==> src/hw/rtl/csvt_pkg.sv <==
package csvt_pkg;

  // Default for the largest number of columns in one row.
  localparam int MaxColumnsDef = 64;

  // Depths of the token queue and the result queue (powers of two).
  localparam int TokQueueDepth = 2;
  localparam int ResQueueDepth = 2;

  // Register reset value.
  localparam logic [9:0] MaxFieldCharsRst = 10'd1023;

  // Characters with a meaning of their own.
  localparam logic [7:0] ChQuote = 8'h22;
  localparam logic [7:0] ChComma = 8'h2C;

  // Input function codes.
  localparam logic FuncData = 1'b0;
  localparam logic FuncEor  = 1'b1;

  // Result kinds.
  localparam logic KindChar    = 1'b0;
  localparam logic KindSummary = 1'b1;

  // Row status codes.
  localparam logic [1:0] StOk      = 2'd0;
  localparam logic [1:0] StUnclosed = 2'd1;
  localparam logic [1:0] StTooMany = 2'd2;
  localparam logic [1:0] StTooLong = 2'd3;

  typedef enum logic [1:0] {
    TokData  = 2'd0,
    TokQuote = 2'd1,
    TokComma = 2'd2,
    TokEor   = 2'd3
  } tok_cls_e;

  typedef struct packed {
    logic       func;
    logic [7:0] in_byte;
  } in_t;

  typedef struct packed {
    logic       kind;
    logic [7:0] out_char;
    logic [5:0] column_index;
    logic [1:0] row_status;
    logic [6:0] column_count;
  } out_t;

  typedef struct packed {
    tok_cls_e   cls;
    logic [7:0] data;
  } tok_t;

endpackage

==> src/hw/rtl/csvt_fifo.sv <==
module csvt_fifo #(
  parameter int Width = 8,
  parameter int Depth = 2
) (
  input  logic             clk_i,
  input  logic             rst_ni,
  input  logic             push_i,
  input  logic [Width-1:0] data_i,
  output logic             full_o,
  input  logic             pop_i,
  output logic [Width-1:0] data_o,
  output logic             empty_o
);

  localparam int PtrW = $clog2(Depth);

  logic [Width-1:0] mem_q [Depth];
  logic [PtrW-1:0]  wptr_q, wptr_d, rptr_q, rptr_d;
  logic [PtrW:0]    cnt_q, cnt_d;
  logic             do_push, do_pop;

  assign full_o  = (cnt_q == (PtrW+1)'(Depth));
  assign empty_o = (cnt_q == '0);
  assign do_push = push_i && !full_o;
  assign do_pop  = pop_i && !empty_o;
  assign data_o  = mem_q[rptr_q];

  always_ff @(posedge clk_i) begin
    if (do_push) begin
      mem_q[wptr_q] <= data_i;
    end
  end

  always_comb begin
    wptr_d = do_push ? wptr_q + 1'b1 : wptr_q;
    rptr_d = do_pop ? rptr_q + 1'b1 : rptr_q;
    unique case ({do_push, do_pop})
      2'b10:   cnt_d = cnt_q + 1'b1;
      2'b01:   cnt_d = cnt_q - 1'b1;
      default: cnt_d = cnt_q;
    endcase
  end

  always_ff @(posedge clk_i or negedge rst_ni) begin
    if (!rst_ni) begin
      wptr_q <= '0;
      rptr_q <= '0;
      cnt_q  <= '0;
    end else begin
      wptr_q <= wptr_d;
      rptr_q <= rptr_d;
      cnt_q  <= cnt_d;
    end
  end

endmodule

==> src/hw/rtl/csvt_front.sv <==
module csvt_front (
  input  csvt_pkg::in_t  in_i,
  output csvt_pkg::tok_t tok_o
);

  // Sort each beat into end of row, quote, comma or plain data.
  always_comb begin
    tok_o.data = in_i.in_byte;
    priority if (in_i.func == csvt_pkg::FuncEor) begin
      tok_o.cls = csvt_pkg::TokEor;
    end else if (in_i.in_byte == csvt_pkg::ChQuote) begin
      tok_o.cls = csvt_pkg::TokQuote;
    end else if (in_i.in_byte == csvt_pkg::ChComma) begin
      tok_o.cls = csvt_pkg::TokComma;
    end else begin
      tok_o.cls = csvt_pkg::TokData;
    end
  end

endmodule

==> src/hw/rtl/csvt_back.sv <==
module csvt_back #(
  parameter int MaxColumns = csvt_pkg::MaxColumnsDef
) (
  input  logic           clk_i,
  input  logic           rst_ni,
  input  logic [9:0]     max_field_chars_i,
  input  logic           tok_valid_i,
  input  csvt_pkg::tok_t tok_i,
  output logic           tok_take_o,
  input  logic           res_full_i,
  output logic           res_valid_o,
  output csvt_pkg::out_t res_o
);

  localparam int ColW = $clog2(MaxColumns);
  localparam logic [ColW-1:0] LastCol = ColW'(MaxColumns - 1);

  logic            quoted_q, quoted_d;
  logic            pend_q, pend_d;
  logic [ColW-1:0] col_q, col_d;
  logic [9:0]      flen_q, flen_d;
  logic [1:0]      err_q, err_d;
  logic            started_q, started_d;

  logic [8:0] col_ext;
  logic [8:0] col_cnt;

  assign tok_take_o = tok_valid_i && !res_full_i;
  assign col_ext    = 9'(col_q);
  assign col_cnt    = col_ext + 9'd1;

  always_comb begin
    logic       q_eff;
    logic       emit_req;
    logic [7:0] emit_ch;
    logic       q_end;
    logic [1:0] status;

    quoted_d    = quoted_q;
    pend_d      = pend_q;
    col_d       = col_q;
    flen_d      = flen_q;
    err_d       = err_q;
    started_d   = started_q;
    res_valid_o = 1'b0;
    res_o       = '0;
    q_eff       = quoted_q;
    emit_req    = 1'b0;
    emit_ch     = tok_i.data;
    q_end       = quoted_q && !pend_q;
    status      = err_q;

    if (tok_take_o) begin
      if (tok_i.cls == csvt_pkg::TokEor) begin
        if (started_q) begin
          // A pending quote closes the field, so only a still open quote counts.
          if (err_q == csvt_pkg::StOk && q_end) begin
            status = csvt_pkg::StUnclosed;
          end
          res_valid_o        = 1'b1;
          res_o.kind         = csvt_pkg::KindSummary;
          res_o.row_status   = status;
          res_o.column_count = (status == csvt_pkg::StOk) ? col_cnt[6:0] : 7'd0;
        end
        quoted_d  = 1'b0;
        pend_d    = 1'b0;
        col_d     = '0;
        flen_d    = '0;
        err_d     = csvt_pkg::StOk;
        started_d = 1'b0;
      end else begin
        started_d = 1'b1;
        if (err_q == csvt_pkg::StOk) begin
          if (pend_q && tok_i.cls == csvt_pkg::TokQuote) begin
            // Doubled quote inside quotes gives one literal quote.
            pend_d   = 1'b0;
            emit_req = 1'b1;
            emit_ch  = csvt_pkg::ChQuote;
          end else begin
            if (pend_q) begin
              pend_d   = 1'b0;
              q_eff    = 1'b0;
              quoted_d = 1'b0;
            end
            unique case (tok_i.cls)
              csvt_pkg::TokQuote: begin
                if (q_eff) begin
                  pend_d = 1'b1;
                end else begin
                  quoted_d = 1'b1;
                end
              end
              csvt_pkg::TokComma: begin
                if (q_eff) begin
                  emit_req = 1'b1;
                end else if (col_q == LastCol) begin
                  err_d = csvt_pkg::StTooMany;
                end else begin
                  col_d  = col_q + 1'b1;
                  flen_d = '0;
                end
              end
              default: begin
                emit_req = 1'b1;
              end
            endcase
          end
          if (emit_req) begin
            if (flen_q >= max_field_chars_i) begin
              err_d = csvt_pkg::StTooLong;
            end else begin
              flen_d             = flen_q + 1'b1;
              res_valid_o        = 1'b1;
              res_o.kind         = csvt_pkg::KindChar;
              res_o.out_char     = emit_ch;
              res_o.column_index = col_ext[5:0];
            end
          end
        end
      end
    end
  end

  always_ff @(posedge clk_i or negedge rst_ni) begin
    if (!rst_ni) begin
      quoted_q  <= 1'b0;
      pend_q    <= 1'b0;
      col_q     <= '0;
      flen_q    <= '0;
      err_q     <= csvt_pkg::StOk;
      started_q <= 1'b0;
    end else begin
      quoted_q  <= quoted_d;
      pend_q    <= pend_d;
      col_q     <= col_d;
      flen_q    <= flen_d;
      err_q     <= err_d;
      started_q <= started_d;
    end
  end

endmodule

==> src/hw/rtl/csv_row_tokenizer.sv <==
// Data flow: an accepted beat is written into the token queue, taken from it by the back end
// and, if it produces a result, written into the result queue, from which it can be popped.
// Throughput: one beat per cycle sustained in and out; the back end updates the row state
// for each token it takes, and each side stalls only when its own queue is full or empty.
// Reset: rst_ni is asynchronous and active low; it empties both queues, clears the row
// state and sets max_field_chars to 1023.
module csv_row_tokenizer #(
  parameter int MaxColumns = csvt_pkg::MaxColumnsDef
) (
  input  logic           clk_i,
  input  logic           rst_ni,
  input  logic           push,
  output logic           full,
  input  csvt_pkg::in_t  in_i,
  output logic           empty,
  input  logic           pop,
  output csvt_pkg::out_t out_o,
  input  logic           cfg_we_i,
  input  logic [9:0]     cfg_wdata_i
);

  // Width of one token as it sits in the queue between front and back end.
  localparam int TokW = $bits(csvt_pkg::tok_t);
  localparam int ResW = $bits(csvt_pkg::out_t);

  logic [9:0] max_field_chars_q;

  csvt_pkg::tok_t front_tok;
  logic [TokW-1:0] tq_data;
  csvt_pkg::tok_t back_tok;
  logic tq_empty;
  logic tq_take;

  csvt_pkg::out_t back_res;
  logic back_res_valid;
  logic rq_full;
  logic [ResW-1:0] rq_data;

  // The one configuration register. The user must write it only while the block is idle,
  // which the block itself does not enforce, so that the back end may read it directly.
  always_ff @(posedge clk_i or negedge rst_ni) begin
    if (!rst_ni) begin
      max_field_chars_q <= csvt_pkg::MaxFieldCharsRst;
    end else if (cfg_we_i) begin
      max_field_chars_q <= cfg_wdata_i;
    end
  end

  // Front end: classifies each incoming beat as data, quote, comma or end of row.
  csvt_front u_front (
    .in_i  (in_i),
    .tok_o (front_tok)
  );

  // Token queue: decouples the classifier from the row-state machine. The push side
  // sees it as the block's own input queue, so full comes straight from it.
  csvt_fifo #(
    .Width (TokW),
    .Depth (csvt_pkg::TokQueueDepth)
  ) u_tok_queue (
    .clk_i   (clk_i),
    .rst_ni  (rst_ni),
    .push_i  (push),
    .data_i  (front_tok),
    .full_o  (full),
    .pop_i   (tq_take),
    .data_o  (tq_data),
    .empty_o (tq_empty)
  );

  assign back_tok = csvt_pkg::tok_t'(tq_data);

  // Back end: quote handling, column counting, length checks and the row summary.
  // It takes a token only when the result queue has room, whether or not the token
  // will produce a result.
  csvt_back #(
    .MaxColumns (MaxColumns)
  ) u_back (
    .clk_i             (clk_i),
    .rst_ni            (rst_ni),
    .max_field_chars_i (max_field_chars_q),
    .tok_valid_i       (!tq_empty),
    .tok_i             (back_tok),
    .tok_take_o        (tq_take),
    .res_full_i        (rq_full),
    .res_valid_o       (back_res_valid),
    .res_o             (back_res)
  );

  // Result queue: holds finished beats until the consumer pops them, so a stalled
  // consumer does not stop the back end straight away.
  csvt_fifo #(
    .Width (ResW),
    .Depth (csvt_pkg::ResQueueDepth)
  ) u_res_queue (
    .clk_i   (clk_i),
    .rst_ni  (rst_ni),
    .push_i  (back_res_valid),
    .data_i  (back_res),
    .full_o  (rq_full),
    .pop_i   (pop),
    .data_o  (rq_data),
    .empty_o (empty)
  );

  assign out_o = csvt_pkg::out_t'(rq_data);

  // The back end must never produce a result into a full result queue.
  a_no_res_overflow : assert property (@(posedge clk_i) disable iff (!rst_ni)
    back_res_valid |-> !rq_full)
    else $error("result produced while the result queue is full");

  // An accepted beat is in the token queue at the next edge.
  a_tok_lands : assert property (@(posedge clk_i) disable iff (!rst_ni)
    (push && !full) |=> !tq_empty)
    else $error("accepted beat did not reach the token queue");

  // A summary with an error status reports no column count.
  a_err_no_count : assert property (@(posedge clk_i) disable iff (!rst_ni)
    (!empty && out_o.kind == csvt_pkg::KindSummary && out_o.row_status != csvt_pkg::StOk)
    |-> (out_o.column_count == 7'd0))
    else $error("error summary carries a column count");

  // A character beat never carries summary fields.
  a_char_clean : assert property (@(posedge clk_i) disable iff (!rst_ni)
    (!empty && out_o.kind == csvt_pkg::KindChar)
    |-> (out_o.row_status == csvt_pkg::StOk && out_o.column_count == 7'd0))
    else $error("character beat carries summary fields");

endmodule

==> config.mk <==
export PLATFORM = sky130hd
export DESIGN_NAME = csv_row_tokenizer
export DESIGN_NICKNAME = d
export VERILOG_FILES = /design/src/hw/rtl/csvt_pkg.sv /design/src/hw/rtl/csvt_fifo.sv /design/src/hw/rtl/csvt_front.sv /design/src/hw/rtl/csvt_back.sv /design/src/hw/rtl/csv_row_tokenizer.sv
export SDC_FILE = /design/constraint.sdc
export NUM_CORES = 1
export LEC_CHECK = 0
export BUFFER_PORTS_ARGS = -buffer_cell sky130_fd_sc_hd__buf_4
export CAP_MARGIN = 10
export CORE_ASPECT_RATIO = 0.5
export CORE_MARGIN = 10
export CORE_UTILIZATION = 60
export CTS_BUF_LIST = sky130_fd_sc_hd__clkbuf_16
export CTS_CLUSTER_SIZE = 14
export DETAILED_ROUTE_END_ITERATION = 7
export GPL_TIMING_DRIVEN = 1
export PLACE_DENSITY = 0.81
export SYNTH_ARGS = -nofsm -noshare
export SYNTH_HDL_FRONTEND = slang
export SYNTH_HIERARCHICAL = 1
export SYNTH_SLANG_ARGS = --single-unit
==> constraint.sdc <==
create_clock -name clk_i -period 8.4 [get_ports clk_i]
set_input_delay 1.68 -clock clk_i [delete_from_list [all_inputs] [get_ports clk_i]]
set_output_delay 1.68 -clock clk_i [all_outputs]
set_load 0.005 [all_outputs]
* Word-level counts from Yosys, hierarchy flattened *
Memory sizes are Yosys's and may differ from the RTL's.
Cells that the tools add are included.

word-level totals
  flip-flop bits (word level) = 39
  bits in latches = 0
  memory bits (writable) = 68
  memory bits (read-only) = 0
  input port bits = 24
  output and inout bits = 26
  logic and storage cells = 138
  memories kept = 2

memories
  memory             words  width  rd ports  clocked after Yosys merged registers in  wr ports  line             text
  u_res_queue.mem_q  2      24     1         0                                        1         csvt_fifo.sv:17  logic [Width-1:0] mem_q [Depth];
  u_tok_queue.mem_q  2      10     1         0                                        1         csvt_fifo.sv:17

operators by class
  add/sub/neg operators = 11
  $mul = 0
  divide/modulo/power cells = 0
  order comparisons = 1
  equality and inequality tests = 15
  shifts and indexed selects = 0
  muxes and demuxes = 72
  bitwise operators = 0
  reduce and logical (&&, ||, !) cells = 24

operator list
  cell                   count
  $mux 10                8
  $mux 6                 6
  $mux 1                 31
  $mux 15                2
  $mux 2                 15
  $mux 14                2
  $mux 24                1
  $mux 9                 2
  $eq 8x6->1 const B     2
  $eq 2x2->1 const B     6
  $add 10x1->10 const B  1
  $ge 10x10->1           1
  $logic_and 1x1->1      8
  $logic_not 2->1        4
  $mux 8                 1
  $pmux 2 s2             2
  $reduce_bool 2->1      4
  $add 6x1->7 const B    1
  $mux 7                 1
  $add 6x1->6 const B    1
  $eq 2x1->1 const B     3
  $eq 6x6->1 const B     1
  $ne 2x1->1 const B     3
  $reduce_and 6->1       1
  other kinds (7)        16

* Logic depth before layout (Yosys ltp) *
An unclocked memory read counts as a cell.

  depth in word-level cells = 20
  depth in mapped cells = 13
  mapped depth without buffers = 12

* By module *
The synthesis kept the hierarchy.

modules (own cells, without submodules)
  module                   instances  cells an instance  area an instance (µm²)  seq. area each (µm²)
  csvt_fifo (u_res_queue)  1          93                 2030.7                  1541.5
  csvt_back                1          199                1635.3                  525.5
  csvt_fifo (u_tok_queue)  1          49                 917.1                   700.7
  csv_row_tokenizer        1          22                 427.9                   262.8
  csvt_front               1          15                 121.4                   0.0

* Worst setup path after synthesis *
OpenSTA, ideal clock, no wires.

  path kind = flip-flop to flip-flop
  start point = reg u_tok_queue.rptr_q
  end point = mem u_res_queue/mem_q[0][0] in the netlist's numbering (enable)
  setup time = 0.405 ns
  data arrival time = 2.991 ns
  required time = 7.995 ns
  path slack = 5.004 ns
  stages on the path, launching flop included = 11
  buffers on the path = 2
  period minus slack after synthesis = 3.396 ns
  path through = dfrtp_1 -> buf_4 -> mux2_2 -> nor2b_1 -> and2_4 -> a21oi_4 -> and4_4 -> buf_2 -> nand2b_1 -> nand2_1 -> nor2_1

RTL lines
  item                    line             text
  from (decl)             csvt_fifo.sv:18  logic [PtrW-1:0] wptr_q, wptr_d, rptr_q, rptr_d;
  from (signal assigned)  csvt_fifo.sv:51  rptr_q <= rptr_d;
  to (decl)               csvt_fifo.sv:17

==> run_summary.xml <==
<?xml version="1.0" encoding="UTF-8"?>
<metrics>
  <group name="status">
    <metric name="run_status" unit="">finished clean</metric>
  </group>
  <group name="timing">
    <metric name="achievable-frequency" unit="GHz">0.280</metric>
    <metric name="timing.final.crit_period" unit="ns">3.57</metric>
    <metric name="worst_pin_slew" unit="ns">1.13</metric>
    <metric name="finalHoldViolCount" unit="">0</metric>
    <metric name="relSlewSlack" unit="">0.249</metric>
    <metric name="min_period_over_period" unit="">0.425</metric>
    <metric name="worst_clock_skew_on_the_final_layout" unit="ns">0.00839</metric>
    <metric name="setup_violations" unit="">0</metric>
    <metric name="timing.setup.tns" unit="ns">0</metric>
    <metric name="slew_violations" unit="">0</metric>
    <metric name="grt_setup_unrepaired" unit="">no</metric>
  </group>
  <group name="clocking">
    <metric name="level_count_of_the_clock_h_tree" unit="">3</metric>
    <metric name="postCtsSetupBuffers" unit="">0</metric>
    <metric name="cts_tree" unit="">yes</metric>
    <metric name="clock_latency" unit="ns">0.35</metric>
    <metric name="cts.sinks" unit="">107</metric>
    <metric name="tritoncts_buffer_count" unit="">9</metric>
    <metric name="cts-root-to-sink-buffers" unit="">2</metric>
    <metric name="cts_hold_buffers" unit="">0</metric>
    <metric name="clk_transition_reported_paths" unit="ns">0.07</metric>
    <metric name="cts_root_buf" unit="">clkbuf_16</metric>
    <metric name="cts_resized" unit="">0</metric>
  </group>
  <group name="routing">
    <metric name="drt_first_iter_violations" unit="">325</metric>
    <metric name="postRouteWirelength" unit="mm">9.21</metric>
    <metric name="via_count" unit="">3078</metric>
    <metric name="route.detailed.drc" unit="">0</metric>
    <metric name="drt-pass1-iter-count" unit="">5</metric>
    <metric name="ant_nets" unit="">0</metric>
    <metric name="vias_per_cell" unit="">5.69</metric>
    <metric name="route.detailed.wl_per_inst" unit="um">17.0</metric>
  </group>
  <group name="run">
    <metric name="max-cap-violations" unit="">0</metric>
  </group>
  <group name="die">
    <metric name="die_area" unit="sq um">12900</metric>
    <metric name="die_y" unit="um">85.4</metric>
    <metric name="dieWidth" unit="um">151</metric>
    <metric name="placementRows" unit="">23</metric>
    <metric name="pin_count" unit="">50</metric>
    <metric name="floorplan.initialDensity" unit="">0.628</metric>
    <metric name="core_area" unit="sq um">8170</metric>
  </group>
  <group name="synthesis">
    <metric name="syn_nets" unit="">416</metric>
    <metric name="synthCells" unit="">378</metric>
    <metric name="ys_top_cells_by_area" unit="">edfxtp_1 40%, dfrtp_1 14%, mux2_4 8.5%</metric>
    <metric name="netlist.area_leader.share" unit="">0.398</metric>
    <metric name="synth.lib_cells_used.distinct" unit="">55</metric>
    <metric name="synth_area_leader_cell" unit="">edfxtp_1</metric>
    <metric name="synth_area" unit="sq um">5130</metric>
    <metric name="post_synth.cell_area_avg" unit="sq um">13.6</metric>
    <metric name="ys_ff_latch" unit="">107</metric>
    <metric name="commonest_cells_in_the_synthesized_netlist" unit="">68 x edfxtp_1, 32 x nor2_1, 29 x dfrtp_1, 29 x mux2_4, 20 x inv_1</metric>
    <metric name="synth_async_sr_flop_share" unit="">0.364</metric>
    <metric name="synth_top_flop_cell" unit="">edfxtp_1</metric>
    <metric name="synth_most_common_cell" unit="">edfxtp_1</metric>
    <metric name="yosys_warnings" unit="">6</metric>
    <metric name="number_of_enable_type_register_cells_in_the_synthesized_netlist" unit="">68</metric>
    <metric name="seq_area_frac_synth" unit="">0.590</metric>
  </group>
  <group name="worst_setup_path">
    <metric name="setup.worst_path.start_class" unit="">register</metric>
    <metric name="timing.critical_path.fanout_max" unit="">18</metric>
    <metric name="worst_path_cell_trace" unit="">buf_4 -&gt; mux2_2 -&gt; buf_4</metric>
    <metric name="category_of_the_most_critical_setup_path" unit="">reg -&gt; out</metric>
    <metric name="crit_path_frequent_cell" unit="">buf_4</metric>
    <metric name="cp.required" unit="ns">6.72</metric>
    <metric name="worstSetupEndpointType" unit="">primary output</metric>
    <metric name="cp_slowest_stage_delay" unit="ns">0.62</metric>
    <metric name="worst-endpoint-arrival" unit="ns">1.89</metric>
    <metric name="worst_path_dominant_cell_family" unit="">flip-flops</metric>
    <metric name="worst-path-buf-inv" unit="">2</metric>
    <metric name="crit_slowest_cell" unit="">dfrtp_1</metric>
  </group>
  <group name="power_and_ir_drop">
    <metric name="peakVddDrop" unit="uV">166</metric>
    <metric name="pwr_density_cell" unit="nW/um^2">368</metric>
    <metric name="p_leak" unit="nW">2.48</metric>
    <metric name="design_power_total" unit="mW">2.13</metric>
  </group>
  <group name="placement">
    <metric name="io_buffers" unit="">49</metric>
    <metric name="dp_hpwl" unit="mm">6.64</metric>
    <metric name="routabilityCongestion" unit="">0.874</metric>
    <metric name="numPlacedInstances" unit="">524</metric>
  </group>
  <group name="global_routing">
    <metric name="grt_max_degree" unit="">40</metric>
    <metric name="gr-usage-all-layers" unit="">0.150</metric>
    <metric name="grt_overflow" unit="">0</metric>
    <metric name="grt_first_pass_wirelength" unit="mm">15.3</metric>
    <metric name="vias_in_the_first_global_route" unit="">3149</metric>
    <metric name="antenna_violations_before_repair" unit="">0</metric>
  </group>
  <group name="finish">
    <metric name="antenna_cells_inserted" unit="">0</metric>
    <metric name="design.final.nets" unit="">462</metric>
    <metric name="flow.area_growth_from_synthesis" unit="%">12.7</metric>
    <metric name="drive_gt1_frac" unit="">0.315</metric>
    <metric name="layout.cells.non_filler" unit="">541</metric>
  </group>
  <group name="min_path">
    <metric name="worst_hold_path_type" unit="">reg -&gt; reg</metric>
  </group>
</metrics>
-- path summary, 6_finish.rpt --
| path | from | to | slack [ns] | cells past startpoint |
|---|---|---|---|---|
| min in group asynchronous | rst_ni | u_tok_queue/wptr_q | 1.30 | 1 |
| worst min-delay path | u_res_queue/cnt_q[1] | u_res_queue/cnt_q[1] | 0.50 | 1 |
| worst min register to register | u_res_queue/cnt_q[1] | u_res_queue/cnt_q[1] | 0.50 | 1 |
| worst max-delay path | u_res_queue/rptr_q | out_o[10] | 4.83 | 3 |
| worst max register to register | u_tok_queue/rptr_q | u_res_queue/mem_q[1][22] | 4.87 | 7 |
| max in group asynchronous | rst_ni | max_field_chars_q[9] | 6.75 | 1 |
-- through the flow --
step | hold slack (ns) | area [sq um] | utilization | setup WS (ns)
after floorplan | 0.460 | 5130 | - | 5.00
after global routing | 0.515 | 5780 | 0.708 | 4.63
final | 0.501 | 5780 | 0.708 | 4.83
after detailed placement | 0.490 | 5500 | 0.673 | 4.70
after CTS | 0.502 | 5770 | 0.706 | 4.69
after global placement | 0.475 | 5500 | 0.673 | 4.89
-- registers in the layout (all words and copies together) (netlist names), 2 cells and up --
signal             flops
u_back/err_q           2
max_field_chars_q     10
u_tok_queue/mem_q     20
u_tok_queue/cnt_q      2
u_res_queue/mem_q     48
u_back/col_q           6
u_back/flen_q         10
u_res_queue/cnt_q      2
-- metal layers --
metal	track usage	vias up	routed length (um)
met4	0.0504	0	110
met5	0	-	0
met2	0.243	104	4470
met1	0.183	1500	3980
li1	-	1463	-
met3	0.0519	11	646
-- final cells by class --
type / instances / area, sq um
Sequential cell: 107 / 3030
Fill cell: 547 / 2390
Multi-Input combinational cell: 234 / 1870
Timing Repair Buffer: 51 / 390
Clock buffer: 9 / 225
Tap cell: 112 / 140
Inverter: 21 / 78.8
Clock inverter: 7 / 45.0
-- power by group --
group,switching [mW],leakage [nW],internal (mW)
combinational,0.441,1.22,0.418
sequential,0.0953,1.12,0.795
clock,0.180,0.138,0.201
-- worst register-to-register path, cell delays in order (launching register included) --
cell,delay [ns]
dfrtp_1,0.61
mux2_2,0.47
and2_4,0.21
and2_4,0.17
nor2_1,0.16
and4_4,0.43
nand2b_1,0.18
and3_1,0.91
-- layout by cell type, fill, tap and decap left out, types with 14 or more instances in the layout --
master	n
dfrtp_1	29
nand2_1	18
mux2_4	29
inv_1	21
ha_1	14
and3_1	16
nor2_1	31
buf_4	50
mux2_2	16
edfxtp_1	68
-- cell families (layout without fill, tap and decap cells) --
kind of cell             Yosys count  in the layout  synth area share
flip-flops                       107            107             0.590
XOR/XNOR                          13             13            0.0222
AO/OA/AOI/OAI                     49             49            0.0690
adder cells (fa/ha/maj)           14             14            0.0341
multiplexers                      45             45             0.120
AND/OR/NAND/NOR                  113            113             0.119
buffers and inverters             37             88            0.0449
No activity file was read; power rests on OpenSTA's default activity.
